===== src/design/jvdf_pkg.sv =====
// Shared constants and types for the joint vector deadband filter.
package jvdf_pkg;

    // Default geometry of one joint vector.
    localparam int JOINT_COUNT_DEF = 7;
    localparam int ANGLE_WIDTH_DEF = 16;

    // Configuration register file.
    localparam int THR_W      = 16;
    localparam int APB_DATA_W = 32;
    localparam int APB_ADDR_W = 3;
    localparam int REG_IDX_W  = APB_ADDR_W - 2;

    localparam logic [THR_W-1:0] THR_RESET = THR_W'(8);

    // Register indexes (byte address = 4 * index).
    typedef enum logic [REG_IDX_W-1:0] {
        REG_THRESHOLD = 1'b0
    } t_reg_idx;

endpackage


===== src/design/jvdf_lane.sv =====
// One joint lane: absolute difference between a new angle and the reference angle.
module jvdf_lane #(
    parameter int ANGLE_WIDTH = jvdf_pkg::ANGLE_WIDTH_DEF
) (
    input  logic signed [ANGLE_WIDTH-1:0] i_angle,
    input  logic signed [ANGLE_WIDTH-1:0] i_ref,
    output logic        [ANGLE_WIDTH-1:0] o_dist
);

    logic signed [ANGLE_WIDTH:0] w_diff;
    logic signed [ANGLE_WIDTH:0] w_abs;

    // One extra bit keeps the difference exact; its magnitude always fits the angle width.
    assign w_diff = {i_ref[ANGLE_WIDTH-1], i_ref} - {i_angle[ANGLE_WIDTH-1], i_angle};
    assign w_abs  = w_diff[ANGLE_WIDTH] ? -w_diff : w_diff;
    assign o_dist = w_abs[ANGLE_WIDTH-1:0];

endmodule


===== src/design/jvdf_merge.sv =====
// Merging stage: maximum over all lane distances and comparison with the threshold.
module jvdf_merge #(
    parameter int JOINT_COUNT = jvdf_pkg::JOINT_COUNT_DEF,
    parameter int ANGLE_WIDTH = jvdf_pkg::ANGLE_WIDTH_DEF
) (
    input  logic [JOINT_COUNT-1:0][ANGLE_WIDTH-1:0] i_dist,
    input  logic [jvdf_pkg::THR_W-1:0]              i_threshold,
    output logic                                    o_over
);

    localparam int LEVELS = (JOINT_COUNT > 1) ? $clog2(JOINT_COUNT) : 0;
    localparam int LEAVES = 1 << LEVELS;
    localparam int NODES  = 2 * LEAVES - 1;
    localparam int CMP_W  = (ANGLE_WIDTH > jvdf_pkg::THR_W) ? ANGLE_WIDTH : jvdf_pkg::THR_W;

    logic [NODES-1:0][ANGLE_WIDTH-1:0] w_node;

    // Leaves hold the lane distances; unused leaves are zero and never win.
    for (genvar g = 0; g < LEAVES; g++) begin : g_leaf
        if (g < JOINT_COUNT) begin : g_used
            assign w_node[LEAVES-1+g] = i_dist[g];
        end else begin : g_pad
            assign w_node[LEAVES-1+g] = '0;
        end
    end

    // Balanced tree of pairwise maxima; node 0 is the overall maximum.
    for (genvar n = 0; n < LEAVES - 1; n++) begin : g_tree
        assign w_node[n] = (w_node[2*n+1] > w_node[2*n+2]) ? w_node[2*n+1] : w_node[2*n+2];
    end

    assign o_over = CMP_W'(w_node[0]) > CMP_W'(i_threshold);

endmodule


===== src/design/joint_vector_deadband_filter.sv =====
// Top level of the joint vector deadband filter: stream ports, reference, register file.
//
// Send-on-delta filter for joint position vectors. Each input transfer carries
// JOINT_COUNT signed angles (Q3.13 radians at the default width) and a start-of-plan
// flag in tuser. The block keeps the last emitted vector as its reference; one lane
// per joint forms the absolute difference to that reference, and a merging tree takes
// the largest one (the L-infinity distance). The vector is passed on, and becomes the
// new reference, only when that distance is strictly greater than the threshold
// register; a distance equal to the threshold is dropped. A vector with the start
// flag set, and the first vector after reset, always passes. Vectors that do not pass
// produce no output transfer. The whole decision (subtract, absolute value, maximum
// tree, compare) completes in the cycle in which the input transfer is taken, so the
// block sustains one vector per clock unless the master side stalls; the lanes and the
// maximum tree set the clock rate. The emitted vector appears on the master side in the
// cycle after its input transfer and stays there until taken; while it waits, the slave
// side still accepts a new vector whenever the output register will be free by the next
// edge. The threshold register sits at byte address 0 and resets to 8 (about 0.001 rad).
module joint_vector_deadband_filter #(
    parameter int JOINT_COUNT = jvdf_pkg::JOINT_COUNT_DEF,
    parameter int ANGLE_WIDTH = jvdf_pkg::ANGLE_WIDTH_DEF
) (
    input  logic                                i_clk,
    input  logic                                i_rst_n,
    // Slave stream side.
    input  logic                                s_axis_tvalid,
    output logic                                s_axis_tready,
    // tdata fields from bit 0 up: joint_0, joint_1, ... joint_(JOINT_COUNT-1), zero pad.
    input  logic [((JOINT_COUNT*ANGLE_WIDTH+7)/8)*8-1:0] s_axis_tdata,
    // tuser fields from bit 0 up: start_plan.
    input  logic                                s_axis_tuser,
    // Master stream side.
    output logic                                m_axis_tvalid,
    input  logic                                m_axis_tready,
    // tdata fields from bit 0 up: out_joint_0, ... out_joint_(JOINT_COUNT-1), zero pad.
    output logic [((JOINT_COUNT*ANGLE_WIDTH+7)/8)*8-1:0] m_axis_tdata,
    // Configuration port.
    input  logic                                psel,
    input  logic                                penable,
    input  logic                                pwrite,
    input  logic [jvdf_pkg::APB_ADDR_W-1:0]     paddr,
    input  logic [jvdf_pkg::APB_DATA_W-1:0]     pwdata,
    output logic [jvdf_pkg::APB_DATA_W-1:0]     prdata,
    output logic                                pready
);

    localparam int VEC_W  = JOINT_COUNT * ANGLE_WIDTH;
    localparam int DATA_W = ((VEC_W + 7) / 8) * 8;

    // Registers.
    logic [jvdf_pkg::THR_W-1:0]                 r_threshold;
    logic                                       r_have_ref;
    logic [JOINT_COUNT-1:0][ANGLE_WIDTH-1:0]    r_ref;
    logic                                       r_out_valid;
    logic [VEC_W-1:0]                           r_out_data;

    logic                                       n_out_valid;

    // Datapath and control.
    logic [JOINT_COUNT-1:0][ANGLE_WIDTH-1:0]    w_in_vec;
    logic [JOINT_COUNT-1:0][ANGLE_WIDTH-1:0]    w_dist;
    logic                                       w_over;
    logic                                       w_accept;
    logic                                       w_emit;
    logic                                       w_cfg_write;
    jvdf_pkg::t_reg_idx                         w_reg_idx;

    // ------------------------------------------------------------------
    // Configuration port. pready is tied high, so a write completes in the
    // access cycle.
    // ------------------------------------------------------------------
    assign pready      = 1'b1;
    assign w_reg_idx   = jvdf_pkg::t_reg_idx'(paddr[jvdf_pkg::APB_ADDR_W-1:2]);
    assign w_cfg_write = psel && penable && pwrite && pready;

    always_comb begin
        prdata = '0;
        if (w_reg_idx == jvdf_pkg::REG_THRESHOLD) begin
            prdata = jvdf_pkg::APB_DATA_W'(r_threshold);
        end
    end

    always_ff @(posedge i_clk) begin
        if (!i_rst_n) begin
            r_threshold <= jvdf_pkg::THR_RESET;
        end else if (w_cfg_write && (w_reg_idx == jvdf_pkg::REG_THRESHOLD)) begin
            r_threshold <= pwdata[jvdf_pkg::THR_W-1:0];
        end
    end

    // ------------------------------------------------------------------
    // Lanes and merging stage.
    // ------------------------------------------------------------------
    assign w_in_vec = s_axis_tdata[VEC_W-1:0];

    for (genvar g = 0; g < JOINT_COUNT; g++) begin : g_lane
        jvdf_lane #(
            .ANGLE_WIDTH (ANGLE_WIDTH)
        ) u_lane (
            .i_angle (w_in_vec[g]),
            .i_ref   (r_ref[g]),
            .o_dist  (w_dist[g])
        );
    end

    jvdf_merge #(
        .JOINT_COUNT (JOINT_COUNT),
        .ANGLE_WIDTH (ANGLE_WIDTH)
    ) u_merge (
        .i_dist      (w_dist),
        .i_threshold (r_threshold),
        .o_over      (w_over)
    );

    // ------------------------------------------------------------------
    // Stream control. The output register is free for a new vector when it
    // is empty or its content is taken at this same edge.
    // ------------------------------------------------------------------
    assign s_axis_tready = !r_out_valid || m_axis_tready;
    assign w_accept      = s_axis_tvalid && s_axis_tready;
    assign w_emit        = s_axis_tuser || !r_have_ref || w_over;

    always_comb begin
        n_out_valid = r_out_valid;
        if (w_accept && w_emit) begin
            n_out_valid = 1'b1;
        end else if (m_axis_tready) begin
            n_out_valid = 1'b0;
        end
    end

    always_ff @(posedge i_clk) begin
        if (!i_rst_n) begin
            r_out_valid <= 1'b0;
            r_have_ref  <= 1'b0;
        end else begin
            r_out_valid <= n_out_valid;
            if (w_accept && w_emit) begin
                r_have_ref <= 1'b1;
            end
        end
    end

    // The reference is only read once r_have_ref is set, so it needs no reset.
    always_ff @(posedge i_clk) begin
        if (w_accept && w_emit) begin
            r_ref      <= w_in_vec;
            r_out_data <= w_in_vec;
        end
    end

    assign m_axis_tvalid = r_out_valid;
    assign m_axis_tdata  = DATA_W'(r_out_data);

    // ------------------------------------------------------------------
    // Assertions.
    // ------------------------------------------------------------------
    // A start-of-plan vector always produces an output transfer.
    a_start_emits: assert property (@(posedge i_clk) disable iff (!i_rst_n)
        (w_accept && s_axis_tuser) |=> (m_axis_tvalid && r_have_ref))
        else $error("start-of-plan vector was not emitted");

    // An emitted vector reaches the output unchanged and becomes the reference.
    a_emit_data: assert property (@(posedge i_clk) disable iff (!i_rst_n)
        (w_accept && w_emit) |=>
            (m_axis_tdata[VEC_W-1:0] == $past(s_axis_tdata[VEC_W-1:0]))
            && (r_ref == $past(w_in_vec)))
        else $error("emitted vector or reference differs from input");

    // A dropped vector never creates an output transfer.
    a_drop_silent: assert property (@(posedge i_clk) disable iff (!i_rst_n)
        (w_accept && !w_emit && m_axis_tready) |=> !m_axis_tvalid)
        else $error("dropped vector produced an output transfer");

    // The reference stays put while no vector is emitted.
    a_ref_hold: assert property (@(posedge i_clk) disable iff (!i_rst_n)
        (r_have_ref && !(w_accept && w_emit)) |=> $stable(r_ref))
        else $error("reference changed without an emitted vector");

endmodule


===== config.mk =====
export PLATFORM = sky130hd
export DESIGN_NAME = joint_vector_deadband_filter
export DESIGN_NICKNAME = d
export VERILOG_FILES = /design/src/design/jvdf_pkg.sv /design/src/design/jvdf_lane.sv /design/src/design/jvdf_merge.sv /design/src/design/joint_vector_deadband_filter.sv
export SDC_FILE = /design/constraint.sdc
export NUM_CORES = 1
export LEC_CHECK = 0
export ABC_AREA = 1
export ABC_CLOCK_PERIOD_IN_PS = 17600
export BUFFER_PORTS_ARGS = -buffer_cell sky130_fd_sc_hd__buf_2
export CAP_MARGIN = 20
export CORE_UTILIZATION = 30
export DETAILED_ROUTE_END_ITERATION = 6
export PLACE_DENSITY = 0.53
export SLEW_MARGIN = 0
export SYNTH_ARGS = -nofsm -noshare
export SYNTH_HDL_FRONTEND = slang
export SYNTH_SLANG_ARGS = --single-unit

===== constraint.sdc =====
create_clock -name i_clk -period 17.6 [get_ports i_clk]
set_input_delay 2.64 -clock i_clk [delete_from_list [all_inputs] [get_ports i_clk]]
set_output_delay 2.64 -clock i_clk [all_outputs]
set_load 0.1 [all_outputs]

==> run summary <==
The number of global-route vias before repair came out at 15500. The worst-skew pair later-pin latency is 0.49 ns. The most critical setup path has its endpoint at r_ref[12]$_DFFE_PP_. The worst slew margin relative to its limit came out at 45.5%. The detailed router's first-iteration violation count is 756. The post-detailed-routing wire length is 47.4 mm.

Dividing the final minimum period by the clock period gives 72.5%. The number of antenna violations at the first check in global routing came to 1. Setup repair after global routing left no endpoint under its margin. The first global-routing pass estimated 76.5 mm of wire.

For this configuration, the core starts out at a cell density of 30.5%. The total buffers and inverters traversed by the critical path is 12. The pre-CTS setup slack is 4.42 ns.

The worst-case register-to-register setup slack came out at 6.72 ns. The class of the most critical hold timing path is reg2reg. The type of origin of the critical path is a primary input. STA classifies the critical path endpoint as a flop. The post-synthesis area per instance is 6.66 um2. The register bit total from synthesis is 130. The summed area of non-filler cells in the final layout is 20300 um2. TritonCTS built the clock tree. The final-report max-slew violation count came out at 0. The post-layout minimum cycle time is 12.77 ns. The post-route antenna net violation count is 0. The number of placement rows came out at 88. In this design, the largest share of critical-path delay is due to simple AND/OR/NAND/NOR gates. In the layout the commonest cells are 702 x nand2_1, 507 x inv_1, 266 x buf_2, 258 x nand3_1, 227 x ha_1. The final count of hold timing violations is 0. The commonest non-fill, non-tap cell in the layout is nand2_1. The number of buffers created by CTS came out at 17.

The total routing resource utilization after global routing came out at 16.0%. The most numerous cell type found on the critical path is inv_1. The final HPWL from detailed placement is 40.3 mm. For this design, the CTS-stage hold fixing added 0 buffers. The share of synthesized area occupied by flip-flops and latches came out at 21.1%. The remaining global-route overflow is 0. The total I/O pin count came out at 302. The maximum root-to-sink buffer count is 2. The path depth of the worst reg2reg path came out at 58. The worst path meets setup with 4.83 ns of slack. The total number of H-tree levels came out at 4. The clock sink count came out at 130.

The fraction of final layout cells sized beyond drive strength 1 is 13.2%. The number of vias in the routed layout came out at 16400. The placer's final routability congestion estimate came out at 0.856. On the worst path, the slowest cell contributes a delay of 0.65 ns. The iteration count of the initial detailed-routing pass is 5. For the pin with the worst max-slew slack, the measured transition is 0.815 ns.

The DRC violation count after routing is 0. The largest individual stage delay along the critical path comes from the cell xor2_1. The mean number of vias per cell came out at 4.44. The area of the multi-input gates came out at 11800 um2. The achievable clock frequency is 0.0783 GHz.

The total standard cell area after synthesis came out at 17600 um2. The proportion of register bits with asynchronous set or reset after synthesis came out at 0%. Gates resized during post-CTS repair numbered 0.

The most critical setup path has its startpoint at s_axis_tdata[16]. The most used flip-flop cell after synthesis is edfxtp_1. CTS placed an instance of clkbuf_16 at the clock tree root. In this run the critical register-to-register path is captured at r_ref[12]$_DFFE_PP_. The detailed-route wire length per cell came out at 12.9 um. The tool flagged a number of max-cap violations equal to 0. The clock skew is 0.0241 ns. After clock tree synthesis, the setup repair step added 0 buffers. The floorplan step defined a die boundary enclosing 59800 um2. The die is 245 um tall. The count of endpoints failing setup in the final report is 0. The total number of nets in the final design came out at 3297. The count of input and output buffers is 266. The core outline area is 57900 um2. The clock-pin transition on the worst setup and hold timing paths is 0.06 ns. The count of cell instances traversed by the critical path came out at 58. Setup total negative slack on the finished layout was measured at 0 ns.

The maximum fanout along the worst path is 114. From left edge to right edge, the die measures 245 um. The path type of the worst setup path is in2reg.

Entering global routing, the biggest net connects 115 pins. The number of filler instances in the final layout is 6506. Data on the critical path arrives at its endpoint at 12.88 ns. The instance area after placement is 19700 um2. The area of all sequential standard cells came out at 3720 um2. The gate count of the mapped netlist is 2651. The area growth from synthesis to layout is 14.8%.

The launching point of the worst reg2reg path is r_ref[16]$_DFFE_PP_. The run finished with clean final reports. The required arrival time at the worst endpoint is 17.72 ns. The number of enable flip-flop cells after synthesis came out at 112. The antenna diode count is 0.

The number of different library cells in the post-synthesis netlist is 55. During synthesis, Yosys emitted a total of 0 warnings.
## kinds of logic after synthesis
family	synth area share [%]
AO/OA/AOI/OAI	8.45
XOR/XNOR	6.54
adder cells (fa/ha/maj)	16.9
buffers and inverters	12.6
flip-flops	21.1
other	0.0426
AND/OR/NAND/NOR	34.4
## worst register-to-register path, delay by kind of cell, from the launching register on
family | cells | cell delay, ns
XOR/XNOR | 2 | 0.90
flip-flops | 1 | 0.35
buffers and inverters | 12 | 1.85
AO/OA/AOI/OAI | 11 | 1.94
adder cells (fa/ha/maj) | 6 | 1.76
AND/OR/NAND/NOR | 27 | 3.56
## flip-flops by register name (all words and copies together), names as in the netlist
register / cells
m_axis_tdata: 6
r_ref: 106
m_axis_tvalid: 1
r_threshold: 16
r_have_ref: 1
## through the flow
stage	util (%)	hold WS, ns	std cells
CTS	35.0	0.513	3685
global route	35.0	0.538	3685
detailed placement	34.1	0.504	3654
global placement	34.1	0.494	3654
finish	35.0	0.505	3685
floorplan	-	0.441	2666
## layout make-up
class                           instances  share of cell area, %
Inverter                              511                   9.47
Sequential cell                       130                   18.4
Multi-Input combinational cell       1979                   58.1
Clock inverter                         10                  0.438
Tap cell                              765                   4.72
Clock buffer                           21                   2.17
Timing Repair Buffer                  269                   6.74
## Yosys cell counts, drive strengths merged (4+ instances only)
| master | count | area, um2 |
|---|---|---|
| dfxtp | 18 | 360 |
| nor4 | 5 | 31.3 |
| o21ai | 64 | 320 |
| inv | 510 | 1910 |
| nand4 | 48 | 315 |
| a31oi | 8 | 50.1 |
| fa | 7 | 140 |
| o21a | 4 | 30.0 |
| a21oi | 136 | 692 |
| a21boi | 4 | 30.0 |
| nand3 | 278 | 1510 |
| and2 | 36 | 225 |
| o31ai | 6 | 50.1 |
| nor3 | 28 | 140 |
| nand2 | 734 | 2900 |
| ha | 227 | 2840 |
| edfxtp | 112 | 3360 |
| nor2 | 177 | 712 |
| nand3b | 17 | 128 |
| a211oi | 8 | 60.1 |
| clkbuf | 15 | 56.3 |
| or2 | 10 | 62.6 |
| o21bai | 14 | 105 |
| o211ai | 5 | 37.5 |
| buf | 31 | 251 |
| a21o | 4 | 30.0 |
| xor2 | 108 | 980 |
| xnor2 | 20 | 175 |
## worst min-delay path by stage
stage                                           start                          end  slack (ns)  cells past startpoint
after floorplan               r_have_ref$_SDFFE_PN0P_      r_have_ref$_SDFFE_PN0P_        0.44                      2
after global placement    r_threshold[0]$_SDFFE_PN0P_  r_threshold[0]$_SDFFE_PN0P_        0.49                      2
after detailed placement  r_threshold[0]$_SDFFE_PN0P_  r_threshold[0]$_SDFFE_PN0P_        0.50                      2
after CTS                 r_threshold[0]$_SDFFE_PN0P_  r_threshold[0]$_SDFFE_PN0P_        0.51                      2
after global routing      r_threshold[6]$_SDFFE_PN0P_  r_threshold[6]$_SDFFE_PN0P_        0.54                      2
final                     r_threshold[6]$_SDFFE_PN0P_  r_threshold[6]$_SDFFE_PN0P_        0.51                      2
## routing by layer
| metal | global-route usage, % | up-vias | routed length, um |
|---|---|---|---|
| li1 | - | 9026 | - |
| met1 | 19.6 | 7095 | 22200 |
| met2 | 28.1 | 201 | 23000 |
| met3 | 2.82 | 45 | 1400 |
| met4 | 5.18 | 2 | 886 |
| met5 | 0 | - | 13 |
Power is left out: the tool's default activity adds up to more than one toggle a clock period on the data nets, which glitch-free logic cannot reach.
